**src/design/assert_macros.svh**
```systemverilog
// Assertion macros shared by the shift and rotate unit modules.
`ifndef ASSERT_MACROS_SVH
`define ASSERT_MACROS_SVH
`ifndef SYNTHESIS
// Check that an implication holds at every clock edge out of reset.
`define SRU_ASSERT(label, prop) \
    label: assert property (@(posedge clk) disable iff (!rst_n) (prop)) \
        else $error("assertion failed");
// Check that a condition never holds out of reset.
`define SRU_NEVER(label, cond) \
    label: assert property (@(posedge clk) disable iff (!rst_n) !(cond)) \
        else $error("forbidden condition seen");
`else
`define SRU_ASSERT(label, prop)
`define SRU_NEVER(label, cond)
`endif
`endif

```
**src/design/sru_pkg.sv**
```systemverilog
// Types, operation codes and constants of the shift and rotate unit.
package sru_pkg;

    // Operation codes of the kind field
    localparam logic [2:0] KIND_RCL   = 3'd0;
    localparam logic [2:0] KIND_RCR   = 3'd1;
    localparam logic [2:0] KIND_ROL   = 3'd2;
    localparam logic [2:0] KIND_ROR   = 3'd3;
    localparam logic [2:0] KIND_SHL   = 3'd4;
    localparam logic [2:0] KIND_SHR   = 3'd5;
    localparam logic [2:0] KIND_SAR   = 3'd6;
    localparam logic [2:0] KIND_SPARE = 3'd7;

    // Largest shift amount that still changes anything (word width plus one)
    localparam logic [4:0] SHIFT_MAX = 5'd17;

    // Reciprocal multipliers (scaled by 512, rounded down) for mod 9 and mod 17
    localparam logic [13:0] RECIP_9  = 14'd56;
    localparam logic [12:0] RECIP_17 = 13'd30;

    // Request word
    typedef struct packed {
        logic [2:0]  kind;
        logic        wide;
        logic [15:0] value;
        logic [7:0]  count;
        logic        carry_in;
        logic        overflow_in;
    } op_t;

    // Response word
    typedef struct packed {
        logic [15:0] result;
        logic        carry_out;
        logic        overflow_out;
        logic        sign_out;
        logic        zero_out;
        logic        parity_out;
    } res_t;

    // Decode stage to shifter stage
    typedef struct packed {
        logic [2:0]  kind;
        logic        wide;
        logic [15:0] value;
        logic        carry_in;
        logic        overflow_in;
        logic        pass;
        logic        one;
        logic [4:0]  amount;
    } dec_t;

    // Shifter stage to flag stage
    typedef struct packed {
        logic [2:0]  kind;
        logic        wide;
        logic [15:0] result;
        logic        carry;
        logic        carry_in;
        logic        overflow_in;
        logic        orig_msb;
        logic        one;
    } shf_t;

endpackage

```
**src/design/x86_shift_rotate_unit.sv**
```systemverilog
// Top level of the 8/16-bit shift and rotate unit.
//
// Usage:
//   The op channel (op_valid, op_ready, op) takes one request word per
//   cycle: operation kind, operand width, value, count and the current
//   CF and OF. The res channel (res_valid, res_ready, res) returns one
//   response word per request, in order: masked result, CF, OF, SF, ZF, PF.
//   The three register stages are count decode, barrel shift, and flag
//   generation into the output register; res_valid rises once a request
//   has passed through all three. Throughput is one word per cycle while
//   res_ready stays high.
//   A stall on res_ready holds the output register; words behind it fill
//   empty stages and op_ready falls once all three stages are full, so
//   nothing is dropped or repeated.
//   Reset clears the stage valid bits only; the data registers are not
//   reset, and the unit is ready in the first cycle after reset.
module x86_shift_rotate_unit (
    input  logic          clk,
    input  logic          rst_n,
    input  logic          op_valid,
    output logic          op_ready,
    input  sru_pkg::op_t  op,
    output logic          res_valid,
    input  logic          res_ready,
    output sru_pkg::res_t res
);

    logic          dec_valid;
    logic          dec_ready;
    sru_pkg::dec_t dec_data;
    logic          shf_valid;
    logic          shf_ready;
    sru_pkg::shf_t shf_data;

    // Decode the count
    sru_decode u_decode (
        .clk       (clk),
        .rst_n     (rst_n),
        .valid_in  (op_valid),
        .ready_out (op_ready),
        .data_in   (op),
        .valid_out (dec_valid),
        .ready_in  (dec_ready),
        .data_out  (dec_data)
    );

    // Rotate or shift
    sru_shifter u_shifter (
        .clk       (clk),
        .rst_n     (rst_n),
        .valid_in  (dec_valid),
        .ready_out (dec_ready),
        .data_in   (dec_data),
        .valid_out (shf_valid),
        .ready_in  (shf_ready),
        .data_out  (shf_data)
    );

    // Generate flags and hold the response
    sru_flags u_flags (
        .clk       (clk),
        .rst_n     (rst_n),
        .valid_in  (shf_valid),
        .ready_out (shf_ready),
        .data_in   (shf_data),
        .valid_out (res_valid),
        .ready_in  (res_ready),
        .data_out  (res)
    );

endmodule

```
**src/design/sru_decode.sv**
```systemverilog
// First stage: count reduction and left-rotate amount.
`include "assert_macros.svh"
module sru_decode (
    input  logic          clk,
    input  logic          rst_n,
    input  logic          valid_in,
    output logic          ready_out,
    input  sru_pkg::op_t  data_in,
    output logic          valid_out,
    input  logic          ready_in,
    output sru_pkg::dec_t data_out
);

    logic          valid_reg;
    logic          valid_next;
    sru_pkg::dec_t data_reg;
    sru_pkg::dec_t data_next;

    // Take a new word when the stage is empty or its word moves on
    assign ready_out  = !valid_reg || ready_in;
    assign valid_next = ready_out ? valid_in : valid_reg;

    // Reduce the count and turn right rotates into left rotates
    always_comb
    begin
        logic [7:0]  n;
        logic [13:0] p9;
        logic [12:0] p17;
        logic [7:0]  m9;
        logic [7:0]  m17;
        logic [7:0]  r9;
        logic [7:0]  r17;
        logic [4:0]  rot_mod;
        logic [4:0]  rc_mod;
        logic [4:0]  rot_len;
        logic [4:0]  rc_len;

        n   = data_in.count;
        p9  = {6'd0, n} * sru_pkg::RECIP_9;
        p17 = {5'd0, n} * sru_pkg::RECIP_17;
        m9  = 8'(p9[13:9]) * 8'd9;
        m17 = 8'(p17[12:9]) * 8'd17;
        r9  = n - m9;
        r17 = n - m17;
        // quotient estimate may be one low: correct once
        if (r9 >= 8'd9)
        begin
            r9 = r9 - 8'd9;
        end
        if (r17 >= 8'd17)
        begin
            r17 = r17 - 8'd17;
        end

        rot_len = data_in.wide ? 5'd16 : 5'd8;
        rc_len  = data_in.wide ? 5'd17 : 5'd9;
        rot_mod = data_in.wide ? {1'b0, n[3:0]} : {2'b00, n[2:0]};
        rc_mod  = data_in.wide ? r17[4:0] : r9[4:0];

        data_next.kind        = data_in.kind;
        data_next.wide        = data_in.wide;
        data_next.value       = data_in.wide ? data_in.value : {8'h00, data_in.value[7:0]};
        data_next.carry_in    = data_in.carry_in;
        data_next.overflow_in = data_in.overflow_in;
        data_next.pass        = (n == 8'd0) || (data_in.kind == sru_pkg::KIND_SPARE);
        data_next.one         = (n == 8'd1) && (data_in.kind != sru_pkg::KIND_SPARE);

        case (data_in.kind)
            sru_pkg::KIND_RCL: data_next.amount = rc_mod;
            sru_pkg::KIND_RCR: data_next.amount = (rc_mod == 5'd0) ? 5'd0 : rc_len - rc_mod;
            sru_pkg::KIND_ROL: data_next.amount = rot_mod;
            sru_pkg::KIND_ROR: data_next.amount = (rot_mod == 5'd0) ? 5'd0 : rot_len - rot_mod;
            default:
                data_next.amount = (n > 8'(sru_pkg::SHIFT_MAX)) ? sru_pkg::SHIFT_MAX : n[4:0];
        endcase
    end

    // Hold or advance the stage
    always_ff @(posedge clk or negedge rst_n)
    begin
        if (!rst_n)
        begin
            valid_reg <= 1'b0;
        end
        else
        begin
            valid_reg <= valid_next;
        end
    end

    always_ff @(posedge clk)
    begin
        if (valid_in && ready_out)
        begin
            data_reg <= data_next;
        end
    end

    assign valid_out = valid_reg;
    assign data_out  = data_reg;

    `SRU_NEVER(dec_pass_and_one, valid_reg && data_reg.pass && data_reg.one)
    `SRU_ASSERT(dec_amount_range, valid_reg |-> (data_reg.amount <= sru_pkg::SHIFT_MAX))

endmodule

```
**src/design/sru_shifter.sv**
```systemverilog
// Second stage: barrel rotate and shift with the new carry.
`include "assert_macros.svh"
module sru_shifter (
    input  logic          clk,
    input  logic          rst_n,
    input  logic          valid_in,
    output logic          ready_out,
    input  sru_pkg::dec_t data_in,
    output logic          valid_out,
    input  logic          ready_in,
    output sru_pkg::shf_t data_out
);

    logic          valid_reg;
    logic          valid_next;
    sru_pkg::shf_t data_reg;
    sru_pkg::shf_t data_next;

    assign ready_out  = !valid_reg || ready_in;
    assign valid_next = ready_out ? valid_in : valid_reg;

    // Rotate left at 8, 9, 16 or 17 bits, or shift by the clamped amount
    always_comb
    begin
        logic [15:0] v;
        logic [4:0]  amt;
        logic [15:0] d8;
        logic [17:0] d9;
        logic [31:0] d16;
        logic [33:0] d17;
        logic [33:0] tl;
        logic [16:0] tr;
        logic [33:0] ta;
        logic        s;
        logic [15:0] ext;
        logic [15:0] res;
        logic        cf;

        v   = data_in.value;
        amt = data_in.amount;
        d8  = {v[7:0], v[7:0]} << amt;
        d9  = {data_in.carry_in, v[7:0], data_in.carry_in, v[7:0]} << amt;
        d16 = {v, v} << amt;
        d17 = {data_in.carry_in, v, data_in.carry_in, v} << amt;
        tl  = {18'd0, v} << amt;
        tr  = {v, 1'b0} >> amt;
        s   = data_in.wide ? v[15] : v[7];
        ext = data_in.wide ? v : {{8{s}}, v[7:0]};
        ta  = {{17{s}}, ext, 1'b0} >> amt;

        case (data_in.kind) inside
            sru_pkg::KIND_RCL, sru_pkg::KIND_RCR:
            begin
                if (data_in.wide)
                begin
                    res = d17[32:17];
                    cf  = d17[33];
                end
                else
                begin
                    res = {8'h00, d9[16:9]};
                    cf  = d9[17];
                end
            end
            sru_pkg::KIND_ROL, sru_pkg::KIND_ROR:
            begin
                res = data_in.wide ? d16[31:16] : {8'h00, d8[15:8]};
                if (data_in.kind == sru_pkg::KIND_ROL)
                begin
                    cf = res[0];
                end
                else
                begin
                    cf = data_in.wide ? res[15] : res[7];
                end
            end
            sru_pkg::KIND_SHL:
            begin
                res = data_in.wide ? tl[15:0] : {8'h00, tl[7:0]};
                cf  = data_in.wide ? tl[16] : tl[8];
            end
            sru_pkg::KIND_SHR:
            begin
                res = tr[16:1];
                cf  = tr[0];
            end
            default:
            begin
                res = data_in.wide ? ta[16:1] : {8'h00, ta[8:1]};
                cf  = ta[0];
            end
        endcase

        // Zero count and the spare code leave operand and carry alone
        if (data_in.pass)
        begin
            res = v;
            cf  = data_in.carry_in;
        end

        data_next.kind        = data_in.kind;
        data_next.wide        = data_in.wide;
        data_next.result      = res;
        data_next.carry       = cf;
        data_next.carry_in    = data_in.carry_in;
        data_next.overflow_in = data_in.overflow_in;
        data_next.orig_msb    = s;
        data_next.one         = data_in.one;
    end

    // Hold or advance the stage
    always_ff @(posedge clk or negedge rst_n)
    begin
        if (!rst_n)
        begin
            valid_reg <= 1'b0;
        end
        else
        begin
            valid_reg <= valid_next;
        end
    end

    always_ff @(posedge clk)
    begin
        if (valid_in && ready_out)
        begin
            data_reg <= data_next;
        end
    end

    assign valid_out = valid_reg;
    assign data_out  = data_reg;

    `SRU_ASSERT(shf_byte_upper_clear,
        (valid_reg && !data_reg.wide) |-> (data_reg.result[15:8] == 8'h00))

endmodule

```
**src/design/sru_flags.sv**
```systemverilog
// Third stage: overflow, sign, zero and parity flags; output register.
`include "assert_macros.svh"
module sru_flags (
    input  logic          clk,
    input  logic          rst_n,
    input  logic          valid_in,
    output logic          ready_out,
    input  sru_pkg::shf_t data_in,
    output logic          valid_out,
    input  logic          ready_in,
    output sru_pkg::res_t data_out
);

    logic          valid_reg;
    logic          valid_next;
    sru_pkg::res_t data_reg;
    sru_pkg::res_t data_next;

    assign ready_out  = !valid_reg || ready_in;
    assign valid_next = ready_out ? valid_in : valid_reg;

    // Derive the flags from the masked result
    always_comb
    begin
        logic msb;
        logic next_msb;
        logic of;

        msb      = data_in.wide ? data_in.result[15] : data_in.result[7];
        next_msb = data_in.wide ? data_in.result[14] : data_in.result[6];

        case (data_in.kind)
            sru_pkg::KIND_RCR: of = data_in.orig_msb ^ data_in.carry_in;
            sru_pkg::KIND_ROR: of = msb ^ next_msb;
            sru_pkg::KIND_SHR: of = data_in.orig_msb;
            sru_pkg::KIND_SAR: of = 1'b0;
            default:           of = msb ^ data_in.carry;
        endcase

        data_next.result       = data_in.result;
        data_next.carry_out    = data_in.carry;
        data_next.overflow_out = data_in.one ? of : data_in.overflow_in;
        data_next.sign_out     = msb;
        data_next.zero_out     = (data_in.result == 16'h0000);
        data_next.parity_out   = ~^data_in.result[7:0];
    end

    // Hold or advance the output register
    always_ff @(posedge clk or negedge rst_n)
    begin
        if (!rst_n)
        begin
            valid_reg <= 1'b0;
        end
        else
        begin
            valid_reg <= valid_next;
        end
    end

    always_ff @(posedge clk)
    begin
        if (valid_in && ready_out)
        begin
            data_reg <= data_next;
        end
    end

    assign valid_out = valid_reg;
    assign data_out  = data_reg;

    `SRU_ASSERT(flg_zero_has_even_parity,
        (valid_reg && data_reg.zero_out) |-> data_reg.parity_out)

endmodule
```
**config.mk**
```make
export PLATFORM = sky130hd
export DESIGN_NAME = x86_shift_rotate_unit
export DESIGN_NICKNAME = d
export VERILOG_FILES = /design/src/design/sru_pkg.sv /design/src/design/x86_shift_rotate_unit.sv /design/src/design/sru_decode.sv /design/src/design/sru_shifter.sv /design/src/design/sru_flags.sv
export VERILOG_INCLUDE_DIRS = /design/src /design/src/design
export SDC_FILE = /design/constraint.sdc
export NUM_CORES = 1
export LEC_CHECK = 0
export BUFFER_PORTS_ARGS = -buffer_cell sky130_fd_sc_hd__buf_2
export CAP_MARGIN = 20
export CORE_ASPECT_RATIO = 0.8
export CORE_UTILIZATION = 64
export CTS_CLUSTER_DIAMETER = 40
export CTS_CLUSTER_SIZE = 8
export DETAILED_ROUTE_END_ITERATION = 7
export HOLD_SLACK_MARGIN = 0.02
export PLACE_DENSITY = 0.88
export SLEW_MARGIN = 20
export SYNTH_ARGS = -nofsm -noshare
export SYNTH_HDL_FRONTEND = slang
export SYNTH_HIERARCHICAL = 1
export SYNTH_SLANG_ARGS = --single-unit
```
**constraint.sdc**
```tcl
create_clock -name clk -period 2.75 [get_ports clk]
set_input_delay 0.4125 -clock clk [delete_from_list [all_inputs] [get_ports clk]]
set_output_delay 0.4125 -clock clk [all_outputs]
set_load 0.01 [all_outputs]
```
==> results of run 1 <==
[what timing repair did]
item / 4_1_cts
endpoints found under the hold margin: 3
gates resized for setup: 74
cloned: 2
setup endpoints to repair: 14
setup buffers: 22
pin swaps: 34
hold buffers: 1
[stage by stage]
stage	setup WS [ps]	hold slack, ps
after floorplan	-3660	117
after global placement	-3870	208
after CTS	-3430	236
after detailed placement	-4120	212
[cell families after synthesis]
group | count (synthesis)
xor+xnor | 41
simple gates | 352
compound gates | 339
mux | 112
flops | 78
fa+ha+maj | 78
buf+inv | 168
[cells in the mapped netlist (6+ instances only)]
cell       count  area [sq um]
clkbuf_1      58           218
nand2_1       98           368
a21oi_1       63           315
mux4_2        42           946
nor2b_1       21           131
o211ai_1      23           173
mux2_2        23           259
o21ai_0       59           295
nor2_1        74           278
a211oi_1      14           105
nor3_1        17          85.1
o31ai_1        9          67.6
buf_2         20           100
nand2b_1      23           144
a221oi_1       8          70.1
a311oi_1       9          78.8
inv_1         66           248
mux2i_1       44           440
a31oi_1       13          81.3
and2_1        19           119
o22ai_1        8          50.1
nand3_1       26           130
xor2_1        16           140
a211o_1        8          70.1
nor4_1         7          43.8
xnor2_1       22           193
fa_1          19           380
or2_2          8          50.1
and3_1        12          75.1
a21o_1        11          82.6
a311o_1        6          60.1
a21boi_0       6          45.0
edfxtp_1      75          2250
a2111oi_0      6          52.6
buf_1          9          33.8
ha_1          59           738
buf_4          8          60.1
a22oi_1       10          75.1
or4_1          6          45.0
nand4_1       12          75.1
o21a_1         8          60.1
[layer usage]
layer | track usage [%] | overflow
met2 | 96.9 | 59
met5 | 47.8 | 3
met3 | 68.9 | 20
met1 | 80.2 | 12
met4 | 81.3 | 44
==> out/results.ini, run 1 <==
[outcome]
status=stopped before the end
stop_stage=5_1_grt
tool.error=[ERROR GRT-0232] Routing congestion too high. Check the congestion heatmap in the GUI.

[synth]
avgSynthCellArea_sq_um=8.97
synth_edf_count=75
synth_compound_area_share_pct=23.2
synth_top_family_by_area=compound AO/OA/AOI/OAI gates
synth.distinct_cells=101
synth-simple-area-share_pct=17.2
yosys.area_share.xor_xnor_pct=3.64
synth-async-reset-ratio_pct=3.85
synth.net_count=1280
synth-seq-area-share_pct=22.2
postSynthCellCount=1168
synth-seq-cells=78
yosys-mux-area-fraction_pct=16.2
synthFlopType=edfxtp_1
synthAdderAreaFrac_pct=10.7
syn_area_sq_um=10500
yosysWarnings=6

[placed_design]
io_buffers=56
place.gp.congestion=1.16
dp_cells=1632
dp_hpwl_microns=34800
dpl_cell_area_sq_um=12900

[timing]
worst_endpoint_kind=register data pin
grt-worst-endpoint=u_decode/data_out[2]$_DFFE_PP_/D

[clock_tree]
cts_max_level=3
clockBufferDepth=2
cts-root-buf=clkbuf_16
numCtsBuffers=9
cts_sinks=78

[floorplanning]
io_pins=57
placementRows=41
die_y_microns=116
die_w_microns=145
initial_core_util_pct=65.9

[global_routing]
grt_max_degree=37
grtUsageTotal_pct=81.4
grt_overflow=138

==> run 2, diff against run 1 <==
Settings changed: CORE_ASPECT_RATIO 0.8 to default, CORE_UTILIZATION 64 to 40, CTS_CLUSTER_DIAMETER 40 to default, CTS_CLUSTER_SIZE 8 to default, HOLD_SLACK_MARGIN 0.02 to default, PLACE_DENSITY 0.88 to default, PLACE_DENSITY_LB_ADDON from default to 0.15.
==> run 2 against run 1 <==
The flow now finishes, with violations (setup timing). Synthesized cell count unchanged. Synthesized area is the same.
==> out/results.ini, run 2 <==
[outcome]
status=complete, but fails checks
violations=setup timing

[synth]
synth.distinct_cells=101
yosys.area.top_type_share_pct=21.5
synth-seq-area-share_pct=22.2
yosysWarnings=6
postSynthCellCount=1168
syn_area_sq_um=10500
synthFlopType=edfxtp_1
synth-async-reset-ratio_pct=3.85
ys_top_cells_by_area=edfxtp_1 (21%), mux4_2 (9.0%), ha_1 (7.0%), mux2i_1 (4.2%), fa_1 (3.6%)
avgSynthCellArea_sq_um=8.97
synth.net_count=1280
yosys-top-cells-count=nand2_1 (98), edfxtp_1 (75), nor2_1 (74), inv_1 (66), a21oi_1 (63)
synth_edf_count=75
synth_top_area_cell=edfxtp_1
synth-seq-cells=78
yosysMostFrequentCell=nand2_1

[clock_tree]
numCtsBuffers=9
clock_latency_ps=350
clockBufferDepth=2
cts_sinks=78
cts_max_level=3
cts_tree=done
cts.clk_slew.worst_paths_ps=70
cts-root-buf=clkbuf_16

[setup_path]
path_class=in2reg
crit_required_ps=2850
critPathArrivalTime_ps=6360
crit_fanout=4
start_kind=input pin
crit_path_end_kind=register

[pwr]
switchingPower_w=0.00725
p_per_area_nw_per_um2=1130
ir_drop_mv=1.03
pwr-share-comb_pct=82.1
intPower_w=0.00862
power_frac_clock_pct=7.7
p_sw_share_pct=45.7
leakagePower_nw=5.88
p_seq_share_pct=10.2

[timing]
relSlewSlack_pct=41.5
setup_viol_count_final=11
worst_slew_pin_slew_ps=877
clock_skew_ps=8.24
finalWorstSetupSlack_ps=-3510
finalMaxSlewViolations=0
hold_violations=0
finalCritPeriodShare_pct=228
fin_setup_tns_ps=-17400
fmax_mhz=160
rsz0062_at_grt=true
fin_crit_ps=6260

[route]
vias=11000
avgRoutedWirePerCell_microns=22.3
drc=0
drtIter0Drc=1346
postRouteAntennaNets=0
wirelength_microns=39600
vias_per_cell=6.16
drt_pre_antenna_iters=7

[placed_design]
place.gp.congestion=1.02
io_buffers=56
dp_hpwl_microns=30500
dp_cells=1732

[cells_and_area]
synthToLayoutAreaGrowth_pct=33.9
n_antenna_cell=0
num-fill-cells=2332
final_cell_mix=buf_4 (284), nand2_1 (95), edfxtp_1 (75)
final_core_util_pct=55.1
largest_reg_flops=29
final_common_cell=buf_4
layoutNonFillerInstCount=1780
fin_nets=1557
drive_gt1_share_pct=38.1

[global_routing]
grtUsageTotal_pct=29.7
grt_overflow=0
grt_max_degree=40
grt_pass1_wl_microns=60900
antenna_found_initial=0
grt_pass1_vias=10600

[floorplanning]
placementRows=58
core_sq_um=25500
dieArea_sq_um=26800
die_y_microns=164
initial_core_util_pct=41.1
die_w_microns=164
io_pins=57

[run]
drv_cap=0

[hold_path]
worstHoldPathType=in2reg

-- run 2: cell counts after synthesis --
Identical to the previous run, type by type.
-- run 2: cell families (layout without fill, tap and decap cells) --
group | Yosys count | count (layout) | synth area share (%)
xor+xnor | 41 | 41 | 3.64
compound gates | 339 | 339 | 23.2
buf+inv | 168 | 450 | 6.90
flops | 78 | 78 | 22.2
fa+ha+maj | 78 | 78 | 10.7
mux | 112 | 112 | 16.2
simple gates | 352 | 352 | 17.2
-- run 2: final cells by class --
cell class	count	area, sq um	share of cell area, %
Clock inverter	6	70.1	0.499
Clock buffer	10	229	1.63
Multi-Input combinational cell	922	7880	56.2
Sequential cell	78	2330	16.6
Inverter	68	259	1.85
Timing Repair Buffer	366	2850	20.3
Tap cell	330	413	2.94
-- run 2: critical path: stages --
cell and delay [ps]:
buf_2 140, fa_1 560, fa_1 420, ha_1 290
a21oi_2 150, o21ai_2 90, a21o_1 180, a21oi_4 160
xnor2_2 170, ha_4 240, xnor2_2 150, inv_1 60
ha_2 180, or2_4 230, fa_1 580, inv_2 70
ha_4 150, or3b_1 340, o211ai_1 100, a22oi_1 80
or2_4 260, nor3_4 260, mux2i_2 340, a31o_1 210
nand2b_1 80, and3_1 150, o32a_1 280
-- run 2: repair_timing --
| item | CTS | global route |
|---|---|---|
| hold endpoints to repair | 3 | 0 |
| buffers inserted | 13 | 23 |
| cloned | 1 | 0 |
| pin swaps | 27 | 52 |
| hold buffers | 1 | 0 |
| setup endpoints to repair | 13 | 21 |
| gates resized for setup | 26 | 100 |
-- run 2: final timing paths --
check / from / to / slack [ps] / cells after the start
worst min-delay path: op[0] / u_decode/data_out[7] / 240 / 1
worst max-delay path: op[3] / u_decode/data_out[0] / -3510 / 27
worst min register to register: u_decode/data_out[5] / u_shifter/data_out[0] / 420 / 0
worst max register to register: u_decode/data_out[0] / u_shifter/data_out[6] / -100 / 10
min in group asynchronous: rst_n / u_flags/valid_out / 380 / 2
max in group asynchronous: rst_n / u_shifter/valid_out / 2260 / 2
-- run 2: through the flow --
stage                     power [W]  area (sq um)  worst slack (ps)  hold slack [ps]
final                        0.0159         14000             -3510              240
after floorplan             0.00873         10500             -3660              117
after CTS                    0.0150         13500             -3520              237
after global placement       0.0131         13000             -3940              210
after detailed placement     0.0133         13000             -4100              215
after global routing         0.0170         14000             -3770              231
-- run 2: power groups by stage --
stage	Combinational (W)	Sequential, W	Clock, W
global placement	0.0115	0.00164	0
global route	0.0140	0.00165	0.00130
CTS	0.0122	0.00163	0.00125
detailed placement	0.0116	0.00165	0
floorplan	0.00709	0.00164	0
finish	0.0130	0.00162	0.00122
-- run 2: routing by layer --
metal	track usage (%)	routed length, microns
met5	0	0
met1	42.9	17600
met3	7.15	4210
met4	9.81	1300
met2	42.9	16500
No activity file was read; power rests on OpenSTA's default activity.
